<file path="src/design/scan_line_color_converter_unit_defines.svh">
// ----------------------------------------------------------------------------
// Scan line color converter assertion macros
// Shared concurrent assertion forms for the converter's own checks.
// ----------------------------------------------------------------------------
`ifndef SCAN_LINE_COLOR_CONVERTER_UNIT_DEFINES_SVH
`define SCAN_LINE_COLOR_CONVERTER_UNIT_DEFINES_SVH

// The consequent must hold in the same cycle as the antecedent.
`define SCLC_ASSERT_NOW(name, clk, rst_n, ante, cons, msg) \
  name: assert property (@(posedge clk) disable iff (!rst_n) (ante) |-> (cons)) \
    else $error(msg);

// The consequent must hold in the cycle after the antecedent.
`define SCLC_ASSERT_NEXT(name, clk, rst_n, ante, cons, msg) \
  name: assert property (@(posedge clk) disable iff (!rst_n) (ante) |=> (cons)) \
    else $error(msg);

`endif

</file>
<file path="src/design/sclc_pkg.sv">
// ----------------------------------------------------------------------------
// Scan line color converter package
// Color mode codes, fixed-point coefficients, stage records and helpers.
// ----------------------------------------------------------------------------
package sclc_pkg;

  typedef enum logic [2:0] {
    MODE_GREY   = 3'd0,
    MODE_RGB    = 3'd1,
    MODE_GBR    = 3'd2,
    MODE_YUV422 = 3'd3,
    MODE_YUV420 = 3'd4,
    MODE_PAIRED = 3'd5
  } mode_t;

  localparam logic signed [9:0]  CHROMA_OFFSET = 10'sd128;
  localparam logic signed [15:0] COEF_R_CR     = 16'sd45;
  localparam logic signed [15:0] COEF_G_CB     = 16'sd11;
  localparam logic signed [15:0] COEF_G_CR     = 16'sd23;
  localparam logic signed [15:0] COEF_B_CB     = 16'sd113;
  localparam logic signed [15:0] BIAS_DIV32    = 16'sd31;
  localparam logic signed [15:0] BIAS_DIV64    = 16'sd63;
  localparam logic signed [11:0] BYTE_MAX      = 12'sd255;

  typedef struct packed {
    logic [8:0] index;
    logic       two;
    logic       yuv;
    logic [7:0] y0;
    logic [7:0] y1;
    logic [7:0] cr;
    logic [7:0] cb;
    logic [7:0] pr;
    logic [7:0] pg;
    logic [7:0] pb;
  } conv_req_t;

  typedef struct packed {
    logic [8:0] index;
    logic       two;
    logic [7:0] r0;
    logic [7:0] g0;
    logic [7:0] b0;
    logic [7:0] r1;
    logic [7:0] g1;
    logic [7:0] b1;
  } conv_res_t;

  // Division by 32 that truncates toward zero.
  function automatic logic signed [15:0] div_by_32(input logic signed [15:0] p);
    logic signed [15:0] biased;
    biased = p + (p[15] ? BIAS_DIV32 : 16'sd0);
    return biased >>> 5;
  endfunction

  // Division by 64 that truncates toward zero.
  function automatic logic signed [15:0] div_by_64(input logic signed [15:0] p);
    logic signed [15:0] biased;
    biased = p + (p[15] ? BIAS_DIV64 : 16'sd0);
    return biased >>> 6;
  endfunction

  function automatic logic [7:0] clamp_byte(input logic signed [11:0] v);
    logic [7:0] res;
    if (v[11]) begin
      res = 8'd0;
    end else if (v > BYTE_MAX) begin
      res = 8'd255;
    end else begin
      res = v[7:0];
    end
    return res;
  endfunction

endpackage

</file>
<file path="src/design/sclc_out_buf.sv">
// ----------------------------------------------------------------------------
// Scan line color converter output buffer
// Holds one converted item and hands out its one or two rows in order.
// ----------------------------------------------------------------------------
module sclc_out_buf (
  input  logic                 clk,
  input  logic                 rst_n,
  input  logic                 res_valid,
  input  sclc_pkg::conv_res_t  res,
  output logic                 res_ready,
  output logic                 out_valid,
  input  logic                 out_stall,
  output logic [8:0]           out_index,
  output logic                 out_row,
  output logic [7:0]           out_red,
  output logic [7:0]           out_green,
  output logic [7:0]           out_blue,
  output logic                 out_last
);
  import sclc_pkg::*;

  logic      valid_r;
  logic      sent_r;
  conv_res_t data_r;
  logic      second;
  logic      take;

  assign second    = data_r.two && sent_r;
  assign take      = valid_r && !out_stall;
  assign out_valid = valid_r;
  assign out_index = data_r.index;
  assign out_row   = second;
  assign out_last  = !data_r.two || sent_r;
  assign out_red   = second ? data_r.r1 : data_r.r0;
  assign out_green = second ? data_r.g1 : data_r.g0;
  assign out_blue  = second ? data_r.b1 : data_r.b0;
  assign res_ready = !valid_r || (take && out_last);

  always_ff @(posedge clk) begin
    if (!rst_n) begin
      valid_r <= 1'b0;
      sent_r  <= 1'b0;
    end else if (res_ready) begin
      valid_r <= res_valid;
      sent_r  <= 1'b0;
    end else if (take) begin
      sent_r  <= 1'b1;
    end
  end

  always_ff @(posedge clk) begin
    if (res_ready) begin
      data_r <= res;
    end
  end

endmodule

</file>
<file path="config.mk">
export PLATFORM = sky130hd
export DESIGN_NAME = sclc_out_buf
export DESIGN_NICKNAME = d
export VERILOG_FILES = /design/src/design/scan_line_color_converter_unit_defines.svh /design/src/design/sclc_pkg.sv /design/src/design/sclc_out_buf.sv
export SDC_FILE = /design/constraint.sdc
export NUM_CORES = 1
export LEC_CHECK = 0
export BUFFER_PORTS_ARGS = -buffer_cell sky130_fd_sc_hd__buf_2
export CAP_MARGIN = 10
export CORE_MARGIN = 5
export CORE_UTILIZATION = 41
export CTS_CLUSTER_DIAMETER = 150
export CTS_CLUSTER_SIZE = 24
export DETAILED_ROUTE_END_ITERATION = 10
export PLACE_DENSITY = 0.71
export SLEW_MARGIN = 25
export SYNTH_ARGS = -nofsm -noshare
export SYNTH_HDL_FRONTEND = slang
export SYNTH_SLANG_ARGS = --single-unit
</file>
<file path="constraint.sdc">
create_clock -name clk -period 6.8 [get_ports clk]
set_input_delay 0.68 -clock clk [delete_from_list [all_inputs] [get_ports clk]]
set_output_delay 0.68 -clock clk [all_outputs]
set_load 0.1 [all_outputs]
</file>
* Yosys cells after proc, flatten, opt, wreduce, memory -nomap -nowiden
Index checks and enable logic that the tools add are counted.
** Storage, ports and cells
- Flip-flop bits (word level) :: 60
- Logic and storage cells :: 23
- Input port bits :: 62
** Operators by class
- Reduce and logical (&&, ||, !) cells :: 9
- Multiplexer cells :: 3
- Bitwise gates (word level) :: 1
** Operator list (count)
- 8-bit two-way mux :: 3
- 1-bit logical AND :: 3
- 1-bit zero test :: 3
- 1-bit logical OR :: 2
- 2-bit OR reduction :: 1
- 1-bit inverter :: 1

* Logic depth before layout (Yosys ltp)
- Depth in word-level cells :: 5
- Mapped depth :: 3

* Worst setup path after synthesis
Ideal clock, no wire load.
- Path kind :: input to output
- Start point :: input port out_stall
- End point :: output port res_ready
- Setup slack :: -0.694 ns
- Arrival time :: 6.814 ns
- Stages on the path :: 1
- Data required time :: 6.120 ns
- Cells stage by stage :: o21ai_0
** On the way
- Longest elaborated chain between the ends :: 4
** RTL lines
- start, declared :: line sclc_out_buf.sv:12 : input logic out_stall,
- 1-bit zero test :: line sclc_out_buf.sv:29 : assign take = valid_r && !out_stall;
- 1-bit logical AND :: line sclc_out_buf.sv:29
- 1-bit logical AND :: line sclc_out_buf.sv:37 : assign res_ready = !valid_r || (take && out_last);
- 1-bit logical OR :: line sclc_out_buf.sv:37
- end, declared :: line sclc_out_buf.sv:10 : output logic res_ready,
Every way passes these cells.

* Worst setup path after layout
- Start point :: register data_r[48] (netlist bit)
- End point :: output port res_ready
** On the way
- Longest elaborated chain between the ends :: 4
** RTL lines
- start, declared :: line sclc_out_buf.sv:24 : conv_res_t data_r;
- start signal, assigned :: line sclc_out_buf.sv:53 : data_r <= res;
- 1-bit zero test :: line sclc_out_buf.sv:33 : assign out_last = !data_r.two || sent_r;
- 1-bit logical OR :: line sclc_out_buf.sv:33
- 1-bit logical AND :: line sclc_out_buf.sv:37
- 1-bit logical OR :: line sclc_out_buf.sv:37
Every way passes these cells.

==> results.yml <==
cells_and_area:
  final_nets: 268
  stdcell_count: 283
  syn2layout_area_growth_pct: 30.3
  antenna_cells: 0
  drive_gt1_frac: 0.649
  stdcell_area_mm2: 0.00297
clock_tree:
  cts_root_buf: "clkbuf_8"
  cts_sinks: 60
  cts.repair.resized: 0
  cts_tree: "yes"
  ctsHoldBuffers: 0
  cts_buffer_depth: 2
  htreeDepth: 3
  insertion_delay_ps: 320
  clk_pin_slew_ps: 60
  postCtsSetupRepairBufs: 0
  cts_made_buffers: 9
power:
  finalPower_uw: 946
  seqPwrFrac: 0.474
  power.switching_uw: 302
  p_int_uw: 645
  power_density_mw_per_mm2: 319
  power_frac_clock: 0.311
  vdd_ir_drop_max_mv: 0.229
  p_leak_nw: 1.34
  swShare: 0.319
  combPwrFrac: 0.215
sta:
  final-setup-viol-count: 0
  rsz0062_at_grt: "no"
  period_needed_ps: 2960
  hold_viol: 0
  fmax_mhz: 338
  finalWorstSetupSlack_ps: 3840
  fin_tns_setup_ps: 0
  period_share: 0.435
  fin_skew_ps: 3.74
  worstMarginPinSlew_ps: 722
  final_max_slew_viol_count: 0
  slew_headroom: 0.519
floorplanning:
  fp.dieW_um: 84.6
  die_h_um: 84.6
  io_pins: 99
  start_util: 0.419
  fp-row-count: 27
  fp.coreArea_mm2: 0.00544
  die_area_mm2: 0.00715
global_route:
  overflow: 0
  grt_pass1_wl_um: 6930
  grt_max_degree: 60
  grt_usage: 0.128
  grt_pass1_vias: 1450
  antenna_found_initial: 0
yosys:
  yosysUniqueCellTypes: 14
  syn-num-nets: 169
  yosysWarnings: 0
  post-synth-top-area-fraction: 0.764
  synthTopCellsByCount: "edfxtp_1 (58), mux2_4 (19), buf_4 (9)"
  synth_flop_cell: "edfxtp_1"
  yosysMostFrequentCell: "edfxtp_1"
  synth_top_cell_by_area: "edfxtp_1"
  synth-edff-count: 58
  synthTopCellsByArea: "edfxtp_1 (76%), mux2_4 (13%), buf_4 (3.0%)"
  synth_cells: 107
  synth.avg_cell_area_um2: 21.3
  yosysSeqAreaShare: 0.782
  synth-seq-cells: 60
  syn-cell-area_mm2: 0.00228
  synthArstFlopShare: 0
status:
  status: "finished, final reports clean"
worst_setup_path:
  crit_path_end_kind: "output pin"
  ff2ff_path_depth: 3
  reg2reg_from: "data_r[48]$_DFFE_PP_"
  crit_fanout: 59
  cp.arrival_ps: 2280
  worstSetupPathType: "flop to output pin"
  reg2reg_to: "data_r[47]$_DFFE_PP_"
  start_kind: "flop"
  required_ps: 6120
  r2r_slack_ps: 5030
detailed_routing:
  antenna_left: 0
  drt_wl_total_um: 4200
  vias: 1240
  wl_per_cell_um: 14.9
  drc: 0
  drt_iter0_drc: 42
  dr.pass1.iters: 3
  post_drt_via_cell_ratio: 4.38
place:
  place_congestion: 0.708
  placed_cell_area_mm2: 0.00279
  post-dp-hpwl_um: 2910
  post-place-cells: 267
  place_ws_ps: 3990
  io_buffers: 98
worst_hold_path:
  hold_path_class: "flop to flop"
  min_to: "sent_r$_SDFFE_PP0P_"
  min_from: "out_valid$_SDFFE_PN0P_"
  hold_path_depth: 2
job:
  max_cap_viol_count: 0
-- metrics by stage --
| step | utilization | hold WS [ps] |
|---|---|---|
| floorplan | - | 483 |
| global placement | 0.513 | 493 |
| detailed placement | 0.513 | 505 |
| CTS | 0.546 | 499 |
| global route | 0.546 | 499 |
| finish | 0.546 | 522 |
-- state kept, by name (all words and copies together), names as in the netlist --
name and count:
sent_r 1, out_valid 1, data_r 49, out_index 9
-- layer usage --
layer | global-route usage | vias to the layer above | wire (um)
met3 | 0.0648 | 10 | 445
met4 | 0.0734 | 0 | 104
met1 | 0.140 | 568 | 1680
met5 | 0 | - | 0
met2 | 0.201 | 65 | 1980
li1 | - | 597 | -
-- layout by cell type, fill, tap and decap left out, drive strengths merged --
cell      Yosys  final
buf          11     99
clkinvlp      0      1
a21oi         2      2
and2b         1      1
nand2         3      3
dfxtp         2      2
edfxtp       58     58
mux2         24     24
inv           2      2
nor2          1      1
or3b          1      1
clkinv        0      5
clkbuf        0      9
o21ai         2      2
bufinv        0      1
-- power groups by stage --
stage	combinational, mW	clock (mW)	sequential [mW]
finish	0.204	0.294	0.449
floorplan	0.169	0	0.461
global route	0.211	0.327	0.451
CTS	0.205	0.308	0.449
detailed placement	0.205	0	0.457
global placement	0.204	0	0.454
-- worst max-delay path, cell delays in order (launching register included) --
cell	delay, ps
edfxtp_1	440
and2b_1	230
o21ai_4	110
buf_4	600
buf_2	550
-- area by class of cell --
cell class / count / area [um2]
fill: 453 / 2470
sequential: 60 / 1780
timing repair buffer: 99 / 498
multi-input combinational: 34 / 412
clock buffer: 9 / 124
tap: 72 / 90.1
clock inverter: 7 / 57.6
inverter: 2 / 7.51
-- how the worst max path moves through the flow --
| stage | start | endpoint | slack (ps) | depth (start not counted) |
|---|---|---|---|---|
| floorplan | out_stall | res_ready | 1560 | 1 |
| global placement | out_stall | res_ready | 4030 | 4 |
| detailed placement | out_stall | res_ready | 3990 | 4 |
| CTS | data_r[48]$_DFFE_PP_ | res_ready | 3800 | 4 |
| global route | data_r[48]$_DFFE_PP_ | res_ready | 3690 | 4 |
| finish | data_r[48]$_DFFE_PP_ | res_ready | 3840 | 4 |
-- cell families (layout without fill, tap and decap cells) --
kind of cell / count (synthesis) / after routing / synth area share
compound gates: 4 / 4 / 0.00878
mux: 24 / 24 / 0.150
flops: 60 / 60 / 0.782
simple gates: 6 / 6 / 0.0170
buf+inv: 13 / 117 / 0.0428
Note: power is estimated with default switching activity, not from simulation.
