==> src/design/scan_line_color_converter_unit_defines.svh <==
// ----------------------------------------------------------------------------
// Scan line color converter assertion macros
// Shared concurrent assertion forms for the converter's own checks.
// ----------------------------------------------------------------------------
`ifndef SCAN_LINE_COLOR_CONVERTER_UNIT_DEFINES_SVH
`define SCAN_LINE_COLOR_CONVERTER_UNIT_DEFINES_SVH

// The consequent must hold in the same cycle as the antecedent.
`define SCLC_ASSERT_NOW(name, clk, rst_n, ante, cons, msg) \
  name: assert property (@(posedge clk) disable iff (!rst_n) (ante) |-> (cons)) \
    else $error(msg);

// The consequent must hold in the cycle after the antecedent.
`define SCLC_ASSERT_NEXT(name, clk, rst_n, ante, cons, msg) \
  name: assert property (@(posedge clk) disable iff (!rst_n) (ante) |=> (cons)) \
    else $error(msg);

`endif

==> src/design/sclc_pkg.sv <==
// ----------------------------------------------------------------------------
// Scan line color converter package
// Color mode codes, fixed-point coefficients, stage records and helpers.
// ----------------------------------------------------------------------------
package sclc_pkg;

  typedef enum logic [2:0] {
    MODE_GREY   = 3'd0,
    MODE_RGB    = 3'd1,
    MODE_GBR    = 3'd2,
    MODE_YUV422 = 3'd3,
    MODE_YUV420 = 3'd4,
    MODE_PAIRED = 3'd5
  } mode_t;

  localparam logic signed [9:0]  CHROMA_OFFSET = 10'sd128;
  localparam logic signed [15:0] COEF_R_CR     = 16'sd45;
  localparam logic signed [15:0] COEF_G_CB     = 16'sd11;
  localparam logic signed [15:0] COEF_G_CR     = 16'sd23;
  localparam logic signed [15:0] COEF_B_CB     = 16'sd113;
  localparam logic signed [15:0] BIAS_DIV32    = 16'sd31;
  localparam logic signed [15:0] BIAS_DIV64    = 16'sd63;
  localparam logic signed [11:0] BYTE_MAX      = 12'sd255;

  typedef struct packed {
    logic [8:0] index;
    logic       two;
    logic       yuv;
    logic [7:0] y0;
    logic [7:0] y1;
    logic [7:0] cr;
    logic [7:0] cb;
    logic [7:0] pr;
    logic [7:0] pg;
    logic [7:0] pb;
  } conv_req_t;

  typedef struct packed {
    logic [8:0] index;
    logic       two;
    logic [7:0] r0;
    logic [7:0] g0;
    logic [7:0] b0;
    logic [7:0] r1;
    logic [7:0] g1;
    logic [7:0] b1;
  } conv_res_t;

  // Division by 32 that truncates toward zero.
  function automatic logic signed [15:0] div_by_32(input logic signed [15:0] p);
    logic signed [15:0] biased;
    biased = p + (p[15] ? BIAS_DIV32 : 16'sd0);
    return biased >>> 5;
  endfunction

  // Division by 64 that truncates toward zero.
  function automatic logic signed [15:0] div_by_64(input logic signed [15:0] p);
    logic signed [15:0] biased;
    biased = p + (p[15] ? BIAS_DIV64 : 16'sd0);
    return biased >>> 6;
  endfunction

  function automatic logic [7:0] clamp_byte(input logic signed [11:0] v);
    logic [7:0] res;
    if (v[11]) begin
      res = 8'd0;
    end else if (v > BYTE_MAX) begin
      res = 8'd255;
    end else begin
      res = v[7:0];
    end
    return res;
  endfunction

endpackage

==> src/design/sclc_yuv_stage.sv <==
// ----------------------------------------------------------------------------
// Scan line color converter YUV stage
// Registers the chroma products, then divides, adds luma and clamps.
// ----------------------------------------------------------------------------
module sclc_yuv_stage (
  input  logic                 clk,
  input  logic                 rst_n,
  input  logic                 req_valid,
  input  sclc_pkg::conv_req_t  req,
  output logic                 req_ready,
  output logic                 res_valid,
  output sclc_pkg::conv_res_t  res,
  input  logic                 res_ready
);
  import sclc_pkg::*;

  logic               valid_r;
  logic [8:0]         index_r;
  logic               two_r;
  logic               yuv_r;
  logic [7:0]         y0_r;
  logic [7:0]         y1_r;
  logic [7:0]         pr_r;
  logic [7:0]         pg_r;
  logic [7:0]         pb_r;
  logic signed [15:0] rp_r;
  logic signed [15:0] gp_r;
  logic signed [15:0] bp_r;

  logic signed [9:0]  cr_s;
  logic signed [9:0]  cb_s;
  logic signed [15:0] cr16;
  logic signed [15:0] cb16;
  logic signed [15:0] rp_nxt;
  logic signed [15:0] gp_nxt;
  logic signed [15:0] bp_nxt;

  logic signed [11:0] r_off;
  logic signed [11:0] g_off;
  logic signed [11:0] b_off;
  logic signed [11:0] y0_s;
  logic signed [11:0] y1_s;

  assign req_ready = !valid_r || res_ready;

  assign cr_s   = $signed({2'b00, req.cr}) - CHROMA_OFFSET;
  assign cb_s   = $signed({2'b00, req.cb}) - CHROMA_OFFSET;
  assign cr16   = 16'(cr_s);
  assign cb16   = 16'(cb_s);
  assign rp_nxt = cr16 * COEF_R_CR;
  assign gp_nxt = cb16 * COEF_G_CB + cr16 * COEF_G_CR;
  assign bp_nxt = cb16 * COEF_B_CB;

  always_ff @(posedge clk) begin
    if (!rst_n) begin
      valid_r <= 1'b0;
    end else if (req_ready) begin
      valid_r <= req_valid;
    end
  end

  always_ff @(posedge clk) begin
    if (req_ready) begin
      index_r <= req.index;
      two_r   <= req.two;
      yuv_r   <= req.yuv;
      y0_r    <= req.y0;
      y1_r    <= req.y1;
      pr_r    <= req.pr;
      pg_r    <= req.pg;
      pb_r    <= req.pb;
      rp_r    <= rp_nxt;
      gp_r    <= gp_nxt;
      bp_r    <= bp_nxt;
    end
  end

  assign r_off = 12'(div_by_32(rp_r));
  assign g_off = 12'(div_by_32(gp_r));
  assign b_off = 12'(div_by_64(bp_r));
  assign y0_s  = $signed({4'b0000, y0_r});
  assign y1_s  = $signed({4'b0000, y1_r});

  always_comb begin
    res       = '0;
    res.index = index_r;
    res.two   = two_r;
    if (yuv_r) begin
      res.r0 = clamp_byte(y0_s + r_off);
      res.g0 = clamp_byte(y0_s - g_off);
      res.b0 = clamp_byte(y0_s + b_off);
      res.r1 = clamp_byte(y1_s + r_off);
      res.g1 = clamp_byte(y1_s - g_off);
      res.b1 = clamp_byte(y1_s + b_off);
    end else begin
      res.r0 = pr_r;
      res.g0 = pg_r;
      res.b0 = pb_r;
      res.r1 = pr_r;
      res.g1 = pg_r;
      res.b1 = pb_r;
    end
  end

  assign res_valid = valid_r;

endmodule

==> config.mk <==
export PLATFORM = sky130hd
export DESIGN_NAME = sclc_yuv_stage
export DESIGN_NICKNAME = d
export VERILOG_FILES = /design/src/design/scan_line_color_converter_unit_defines.svh /design/src/design/sclc_pkg.sv /design/src/design/sclc_yuv_stage.sv
export SDC_FILE = /design/constraint.sdc
export NUM_CORES = 1
export LEC_CHECK = 0
export BUFFER_PORTS_ARGS = -buffer_cell sky130_fd_sc_hd__buf_2
export CORE_MARGIN = 3
export CORE_UTILIZATION = 53
export DETAILED_ROUTE_END_ITERATION = 12
export GPL_TIMING_DRIVEN = 1
export PLACE_DENSITY = 0.77
export SYNTH_ARGS = -nofsm -noshare
export SYNTH_HDL_FRONTEND = slang
export SYNTH_SLANG_ARGS = --single-unit
export TNS_END_PERCENT = 20
==> constraint.sdc <==
create_clock -name clk -period 5.1 [get_ports clk]
set_input_delay 0.51 -clock clk [delete_from_list [all_inputs] [get_ports clk]]
set_output_delay 0.51 -clock clk [all_outputs]
set_load 0.02 [all_outputs]
; After elaboration in Yosys (flattened, before gate mapping)
; Index checks and enable logic that the tools add are counted.
[op_classes]
addsub = 12
n_mul = 4
n_reduce_logical = 2
order_cmp = 6
muxes = 16
[op_table]
columns = cell, n
row1 = $mux 8, 12
row2 = $gt 12x9->1 const B, 4
row3 = $mux 48, 1
row4 = $add 16x6->16, 2
row5 = $add 9x11->12, 2
row6 = $sub 9x11->12, 2
row7 = $add 9x10->11, 2
row8 = $gt 11x9->1 const B, 2
row9 = $sub 8x8->9 const B, 2
row10 = $add 14x15->16, 1
row11 = $add 16x7->16, 1
row12 = $mul 9x7->16 const B, 1
row13 = $mul 9x8->16 const B, 1
row14 = $mul 9x6->15 const B, 1
row15 = $mul 9x5->14 const B, 1
row16 = $mux 5, 2
row17 = $mux 6, 1
row18 = $logic_not 1->1, 1
row19 = $logic_or 1x1->1, 1
[totals]
out_inout_bits = 60
ff_bits = 100
input_bits = 71

; Longest topological paths before layout
; Gate-level depths: netlist of run 1.
[logic_depth]
ltp_word = 7
mapped_depth = 18
ltp_nobuf = 18

; Worst setup path after synthesis of run 1
; OpenSTA, ideal clock, no wires.
[synth_path]
kind = input -> register
start = in req[39] (netlist name)
end = reg gp_r[15], data pin
path_slack_ns = 0.057
path_stages = 14
n_path_buf = 0
t_required_ns = 4.912
t_arrival_ns = 4.855
setup_time_ns = 0.188
path_cell_list = clkinv_1 ha_1 or2_2 ha_1 fa_1 fa_1 fa_1 ha_1 and3_1 a21oi_1 o21ai_0 o41ai_1 nor2b_1 o41ai_1
[synth_between]
elab_chain_cells = 3
[synth_rtl]
columns = item, line_no
row1 = start: declaration, sclc_yuv_stage.sv:9  ; input sclc_pkg::conv_req_t req,
row2 = $sub 8x8->9, sclc_yuv_stage.sv:46  ; assign cr_s = $signed({2'b00, req.cr}) - CHROMA_OFFSET;
row3 = $mul 9x6->15, sclc_yuv_stage.sv:51  ; assign gp_nxt = cb16 * COEF_G_CB + cr16 * COEF_G_CR;
row4 = $add 14x15->16, sclc_yuv_stage.sv:51
row5 = via gp_nxt[15], sclc_yuv_stage.sv:35  ; logic signed [15:0] gp_nxt;
row6 = end signal: assignment, sclc_yuv_stage.sv:73  ; gp_r <= gp_nxt;
row7 = end: declaration, sclc_yuv_stage.sv:27  ; logic signed [15:0] gp_r;
; The timed path passes the listed nets, and every way through them passes these cells.
; A chain may end at the register's enable or synchronous reset.

==> results by group, run 1 <==
GRT
  – First-pass GRT wire length: 38.4 mm
  – GRT Total Usage: 21.9%
  – Initial antenna violation count: 0
  – Largest net degree at the start of global routing: 68
  – Total gr overflow: 0
  – Vias in the first global route: 7,861

Detailed routing
  – Routed len/inst: 16.4 um
  – Total number of vias: 8,233
  – DRC violations left: 0
  – Drt total wl: 24.2 mm
  – Initial DRC count: 512
  – WL met1: 10.9 mm
  – Met3 wire length: 1.22 mm
  – Uppermost layer routed: met4
  – Metal2 WL: 11.7 mm
  – Final ANT Viol Nets: 0
  – DRT Pass-1 Iters: 5
  – Number of vias per cell: 5.56

Flow run
  – Total of max-cap violations: 0

Clock tree
  – Hold buffer count at cts: 0
  – CTS Buffer Depth: 2
  – CTS tree: yes
  – CTS H-Tree Depth: 3
  – Num Clock Sinks: 100
  – Clk root buf: clkbuf_16
  – Clk slew on worst S/H paths: 0.07 ns
  – CTS Buf Count: 9
  – Worst-skew pair later-pin latency: 0.36 ns

Yosys
  – Mux contribution to synthesized area: 0.750%
  – Main combinational cell family by area after synthesis: adder cells
  – EDFF count, synth: 99
  – Syn avg cell area: 10.2 um2
  – Adder-cell share of the synthesized area: 31.7%
  – #FFs+latches synth: 100
  – Count of cell types in the netlist: 81
  – Seq/Total Area, Yosys: 28.0%
  – XOR/XNOR share of the synthesized area: 7.38%
  – Cells after synthesis: 1,047
  – Synth Flop Type: edfxtp_1
  – Post-Syn Area: 0.0107 mm2
  – Simple-Gate Fraction of Synth Area: 10.8%
  – Post-synth ARST share: 0%
  – Synth Area in Compound Gates: 16.6%
  – Syn_nets: 1,348
  – Synth warnings: 0

Die
  – DIE AREA: 0.0219 mm2
  – Die W: 148 um
  – Core Area: 0.0197 mm2
  – Vert. Die Dim: 148 um
  – IO Pins: 131
  – Starting Density: 54.3%
  – Site Rows: 51

Worst setup path
  – CP max FO: 6
  – Critical path's top delay family: compound AO/OA/AOI/OAI gates
  – Critical Path Start Type: register
  – Worst Path Required: 4.59 ns
  – CP Capture Type: output port
  – Critical Path AT: 4.49 ns
  – Worst r2r src: res_valid
  – Largest stage delay on the critical path: 0.45 ns
  – Setup crit start: gp_r[15]
  – CP Depth: 18
  – WS Path Type: register to output port
  – Worst path cell trace: buf_4 -> ha_1 -> a21oi_4 -> a21boi_0 -> o21ai_0 -> a21oi_2 -> ha_1 -> fa_1 -> nor2b_2 -> or3_4 -> nand4_1 -> a41oi_2 -> o21ai_0 -> nor3_1 -> a211oi_2 -> or3b_1 -> a22o_1 -> buf_2
  – R2R depth: 2
  – Buffers and inverters on the worst path: 2
  – Slowest cell on crit path: edfxtp_1

Pwr
  – Peak VDD IR: 0.313 mV
  – P_leak: 5.73 nW
  – PD cells: 609 mW/mm2

STA
  – Final cycle utilization of the critical path: 98.1%
  – Clock Skew: 0.00661 ns
  – Slew headroom: 44.1%
  – Final Max Tran Viols: 0
  – Unrepaired setup endpoints after global routing: yes
  – Fmax: 200 MHz
  – Fin crit period: 5.00 ns
  – Worst slew pin tran: 0.839 ns
  – Setup violators final: 0
  – Endpoints failing hold: 0
  – Setup TNS: 0 ns

Hold path
  – Worst hold path class: input pin to register
  – Hold Path Depth: 1
  – Hold Path Origin: req[46]

Status
  – Status: completed

Cells and area
  – Commonest non-fill, non-tap cell in the layout: ha_1
  – Final #Nets: 1,512
  – Filler instances: 1,648
  – Area growth syn-to-layout: 16.4%
  – Layout cells sized above 1: 20.6%
  – Most frequent cells in the layout: 159 x ha_1, 127 x buf_2, 119 x inv_1
  – Reg area: 0.00299 mm2
  – Post-route design area: 0.0124 mm2
  – Number of antenna diodes: 0
  – Multi-input logic area: 0.00747 mm2

Place
  – HPWL Detailed: 19.6 mm
  – Post-DP Area: 0.0118 mm2
  – GPL Wtd Cong: 0.917
  – Buffers on Ports: 130
area by class of cell:
class / count / area share (%)
clock buffer: 9 / 1.81
clock inverter: 7 / 0.332
inverter: 120 / 3.62
multi-input combinational: 815 / 60.1
sequential: 100 / 24.1
tap: 265 / 2.67
timing repair buffer: 165 / 7.41
flip-flops by register name, summed over array words and instances (netlist names):
register,count
y0_r,8
index_r,9
pr_r,8
two_r,1
y1_r,8
pg_r,8
bp_r,16
rp_r,16
gp_r,16
pb_r,8
res_valid,1
yuv_r,1
where the power goes:
part	leakage [nW]	switching (mW)	internal (mW)
Clock	0.128	0.307	0.328
Sequential	1.03	0.200	1.22
Combinational	4.57	3.12	2.40
Total	5.73	3.62	3.94
layer usage:
| metal | track usage, % | vias up |
|---|---|---|
| li1 | - | 4067 |
| met1 | 30.3 | 3911 |
| met2 | 36.6 | 231 |
| met3 | 3.22 | 24 |
| met4 | 5.17 | 0 |
| met5 | 0 | - |
timing repair:
action	in CTS	in global routing
buffers inserted	5	2
setup endpoints to repair	16	49
gates cloned	0	0
pin swaps	3	12
gates resized for setup	7	56
cells by family (layout without fill, tap and decap cells):
group	Yosys count	in the layout
AO/OA/AOI/OAI	250	250
AND/OR/NAND/NOR	237	237
adder cells (fa/ha/maj)	230	230
buffers and inverters	132	301
flip-flops	100	100
XOR/XNOR	90	90
multiplexers	8	8
cell usage after synthesis (all sizes together) (11+ instances only):
cell type | count | area [um2]
a21o | 25 | 188
a21oi | 60 | 319
edfxtp | 99 | 2970
fa | 67 | 1340
ha | 163 | 2040
inv | 119 | 447
nand2 | 59 | 221
nand3 | 24 | 120
nor2 | 73 | 277
nor2b | 21 | 131
nor3 | 14 | 70.1
o21a | 11 | 82.6
o21ai | 58 | 298
o21bai | 13 | 97.6
xnor2 | 61 | 534
xor2 | 29 | 254
path summary, 6_finish.rpt:
path	end	slack, ns
min	y1_r[6]	0.32
min reg2reg	index_r[7]	0.94
max	res[11]	0.1
max reg2reg	y0_r[7]	3.21
metrics by stage:
stage                     utilization (%)  hold WS (ns)  total power, mW  instances  setup WS, ns
after global placement               60.1         0.686             6.36       1458        0.0724
after detailed placement             60.1         0.688             6.49       1458       -0.0847
after floorplan                         -         0.609             5.24       1047        0.0566
after global routing                 63.2         0.309             8.24       1481        -0.140
final                                63.2         0.324             7.57       1481        0.0970
after CTS                            61.8         0.310             7.25       1479       0.00443
No activity file was read; power rests on OpenSTA's default activity.
==> inputs of run 2 (changes only) <==
Settings changed: ABC_AREA set to 1.
==> run 2 against run 1 <==
  * Non-clock buffer count shrank 18
  * First-iteration DRC count decreased by 24%
  * Global-route usage is 0.31 points higher
  * Core utilization decreased by 1.6 points
  * Fmax is 5.7% higher
  * Combinational power fell by 14%
  * Cell area shrank 2.8%
  * Worst setup slack improved by 0.27 ns
  * Critical path type is now input pin to register
  * Largest cell class unchanged
  * Largest power group unchanged
==> results by group, run 2 <==
Status
  – Status: completed (unchanged)

Worst setup path
  – R2R depth: 2 (unchanged)
  – Critical Path Start Type: input pin (was register)
  – Worst path cell trace: buf_2 -> fa_1 -> ha_1 -> inv_1 -> fa_1 -> inv_1 -> fa_1 -> fa_1 -> ha_1 -> nand2_1 -> nor2_1 -> a211oi_1 -> o21ai_0 -> a31oi_1 -> o21ai_0 -> a21oi_1 -> o21ai_0 -> xor2_1 (was buf_4 -> ha_1 -> a21oi_4 -> a21boi_0 -> o21ai_0 -> a21oi_2 -> ha_1 -> fa_1 -> nor2b_2 -> or3_4 -> nand4_1 -> a41oi_2 -> o21ai_0 -> nor3_1 -> a211oi_2 -> or3b_1 -> a22o_1 -> buf_2)
  – WS Path Type: input pin to register (was register to output port)
  – Buffers and inverters on the worst path: 3 (was 2)
  – Most used cell, CP: fa_1
  – Setup crit start: req[35] (was gp_r[15])
  – Worst Path Required: 5.19 ns (was 4.59 ns)
  – Worst r2r src: res_valid (unchanged)
  – Largest stage delay on the critical path: 0.53 ns (was 0.45 ns)
  – Critical Path AT: 4.82 ns (was 4.49 ns)
  – R2r setup slk: 3.20 ns (was 3.21 ns)
  – CP Capture Type: register (was output port)
  – CP Depth: 18 (unchanged)
  – R2r endpoint: bp_r[2] (was y0_r[7])
  – Slowest cell on crit path: fa_1 (was edfxtp_1)
  – CP max FO: 6 (unchanged)
  – Worst Setup EP: gp_r[14] (was res[11])
  – Critical path's top delay family: adder cells (was compound AO/OA/AOI/OAI gates)

Yosys
  – EDFF count, synth: 99 (unchanged)
  – Commonest cells in the synthesized netlist: 297 x nand2_1, 198 x inv_1, 163 x ha_1 (was 163 x ha_1, 119 x inv_1, 99 x edfxtp_1)
  – Post-synth ARST share: 0% (unchanged)
  – Most numerous cell in the Yosys netlist: nand2_1 (was ha_1)
  – Post-synth top area share: 27.9% (was 27.8%)
  – #FFs+latches synth: 100 (unchanged)
  – Synth top area cells: edfxtp_1 28%, ha_1 19%, fa_1 13% (unchanged)
  – Cells after synthesis: 1,201 (was 1,047)
  – Post-Syn Area: 0.0106 mm2 (was 0.0107 mm2)
  – Count of cell types in the netlist: 45 (was 81)
  – Synth area leader: edfxtp_1 (unchanged)
  – Syn_nets: 1,502 (was 1,348)
  – Synth warnings: 0 (unchanged)
  – Synth Flop Type: edfxtp_1 (unchanged)
  – Syn avg cell area: 8.86 um2 (was 10.2 um2)
  – Seq/Total Area, Yosys: 28.1% (was 28.0%)

Pwr
  – Pwr Total: 6.80 mW (was 7.57 mW)
  – PD cells: 563 mW/mm2 (was 609 mW/mm2)
  – P_leak: 6.31 nW (was 5.73 nW)
  – Peak VDD IR: 0.270 mV (was 0.313 mV)

Cells and area
  – Commonest non-fill, non-tap cell in the layout: nand2_1 (was ha_1)
  – Most frequent cells in the layout: 296 x nand2_1, 197 x inv_1, 161 x ha_1 (was 159 x ha_1, 127 x buf_2, 119 x inv_1)
  – Util after Layout: 61.7% (was 63.2%)
  – Number of antenna diodes: 0 (unchanged)
  – Area growth syn-to-layout: 13.5% (was 16.4%)
  – Final #Nets: 1,655 (was 1,512)
  – Layout cells sized above 1: 14.8% (was 20.6%)
  – Biggest regs: bp_r (16), gp_r (16), rp_r (16) (unchanged)
  – Filler instances: 1,695 (was 1,648)

Place
  – GPL Wtd Cong: 0.898 (was 0.917)
  – HPWL Detailed: 19.5 mm (was 19.6 mm)
  – Place WS: -0.0407 ns (was -0.0847 ns)
  – Buffers on Ports: 130 (unchanged)

STA
  – Worst slew pin tran: 0.896 ns (was 0.839 ns)
  – Final Max Tran Viols: 0 (unchanged)
  – Final cycle utilization of the critical path: 92.8% (was 98.1%)
  – Clock Skew: 0.0145 ns (was 0.00661 ns)
  – Fin crit period: 4.73 ns (was 5.00 ns)
  – Setup TNS: 0 ns (unchanged)
  – Final Worst Setup Slack: 0.367 ns (was 0.0970 ns)
  – Fmax: 211 MHz (was 200 MHz)
  – Endpoints failing hold: 0 (unchanged)
  – Slew headroom: 40.3% (was 44.1%)
  – Setup violators final: 0 (unchanged)

GRT
  – Initial antenna violation count: 0 (unchanged)
  – Vias in the first global route: 8,067 (was 7,861)
  – Largest net degree at the start of global routing: 70 (was 68)
  – GRT Total Usage: 22.2% (was 21.9%)
  – Total gr overflow: 0 (unchanged)
  – First-pass GRT wire length: 39.3 mm (was 38.4 mm)

Clock tree
  – CTS Buf Count: 9 (unchanged)
  – Worst-skew pair later-pin latency: 0.35 ns (was 0.36 ns)
  – Clk root buf: clkbuf_16 (unchanged)
  – Hold buffer count at cts: 0 (unchanged)
  – CTS H-Tree Depth: 3 (unchanged)
  – Num Clock Sinks: 100 (unchanged)
  – CTS Buffer Depth: 2 (unchanged)
  – Clk slew on worst S/H paths: 0.08 ns (was 0.07 ns)
  – CTS tree: yes (unchanged)

Die
  – Core Area: 0.0196 mm2 (was 0.0197 mm2)
  – Vert. Die Dim: 148 um (about the same)
  – Die W: 148 um (about the same)
  – Site Rows: 51 (unchanged)
  – Starting Density: 54.3% (about the same)
  – DIE AREA: 0.0218 mm2 (was 0.0219 mm2)
  – IO Pins: 131 (unchanged)

Detailed routing
  – Routed len/inst: 14.4 um (was 16.4 um)
  – Number of vias per cell: 5.10 (was 5.56)
  – DRC violations left: 0 (unchanged)
  – Final ANT Viol Nets: 0 (unchanged)
  – Initial DRC count: 390 (was 512)
  – DRT Pass-1 Iters: 5 (unchanged)
  – Drt total wl: 23.4 mm (was 24.2 mm)
  – Total number of vias: 8,287 (was 8,233)

Flow run
  – Total of max-cap violations: 0 (unchanged)

Hold path
  – Worst hold path class: input pin to register (unchanged)
-- run 2: changes by cell type after synthesis, moves of 12 or more --
cell,previous run,this run
a21o_1,25,5
a21oi_1,57,71
inv_1,119,198
nand2_1,59,297
nand3_1,24,51
nor2_1,72,40
nor2b_1,21,0
nor3_1,14,2
o21ai_0,43,29
xnor2_1,61,29
xor2_1,29,61
-- run 2: cells by family (layout without fill, tap and decap cells) --
group	after synthesis	count (layout)	synth area share (%)
AO/OA/AOI/OAI	138	138	7.44
XOR/XNOR	91	91	7.56
buffers and inverters	205	363	7.27
flip-flops	100	100	28.1
adder cells (fa/ha/maj)	230	230	31.8
AND/OR/NAND/NOR	437	437	17.8
-- run 2: layer usage --
layer | vias to the layer above | share of wire (%) | global-route usage (%) | wire, um
li1 | 4240 | - | - | -
met1 | 3799 | 46 | 30.9 | 10900
met2 | 215 | 48 | 37.4 | 11100
met3 | 33 | 4.1 | 2.39 | 962
met4 | 0 | 1.9 | 5.41 | 456
met5 | - | 0 | 0 | 0
-- run 2: final cells by class --
cell class,count,area [um2],share of cell area (%)
Inverter,200,751,6.21
Clock buffer,10,229,1.89
Multi-Input combinational cell,896,6920,57.3
Timing Repair Buffer,147,778,6.44
Tap cell,265,332,2.74
Sequential cell,100,2990,24.8
Clock inverter,6,77.6,0.642
-- run 2: how the worst min path moves through the flow --
stage	from	end	cells past startpoint
2_1_floorplan	req[24]	bp_r[0]	0
5_1_grt	req[61]	index_r[3]	1
6_report	req[60]	index_r[2]	1
3_5_place_dp	req[57]	two_r	1
4_1_cts	req[61]	index_r[3]	1
3_3_place_gp	req[66]	index_r[8]	1
-- run 2: where the power goes --
| part | switching (mW) | internal [mW] |
|---|---|---|
| sequential | 0.134 | 1.22 |
| clock | 0.315 | 0.390 |
| combinational | 2.90 | 1.85 |
| total | 3.34 | 3.46 |
-- run 2: repair_timing --
item / 4_1_cts / 5_1_grt
endpoints found under the setup margin: 0 / 32
setup buffers: 0 / 3
resized for setup: 0 / 10
-- run 2: metrics by stage --
stage | area (um2) | hold slack (ns) | std cells
6_report | 12100 | 0.324 | 1624
5_1_grt | 12100 | 0.311 | 1624
4_1_cts | 12000 | 0.316 | 1621
3_5_place_dp | 11700 | 0.688 | 1605
3_3_place_gp | 11700 | 0.687 | 1605
2_1_floorplan | 10600 | 0.609 | 1201
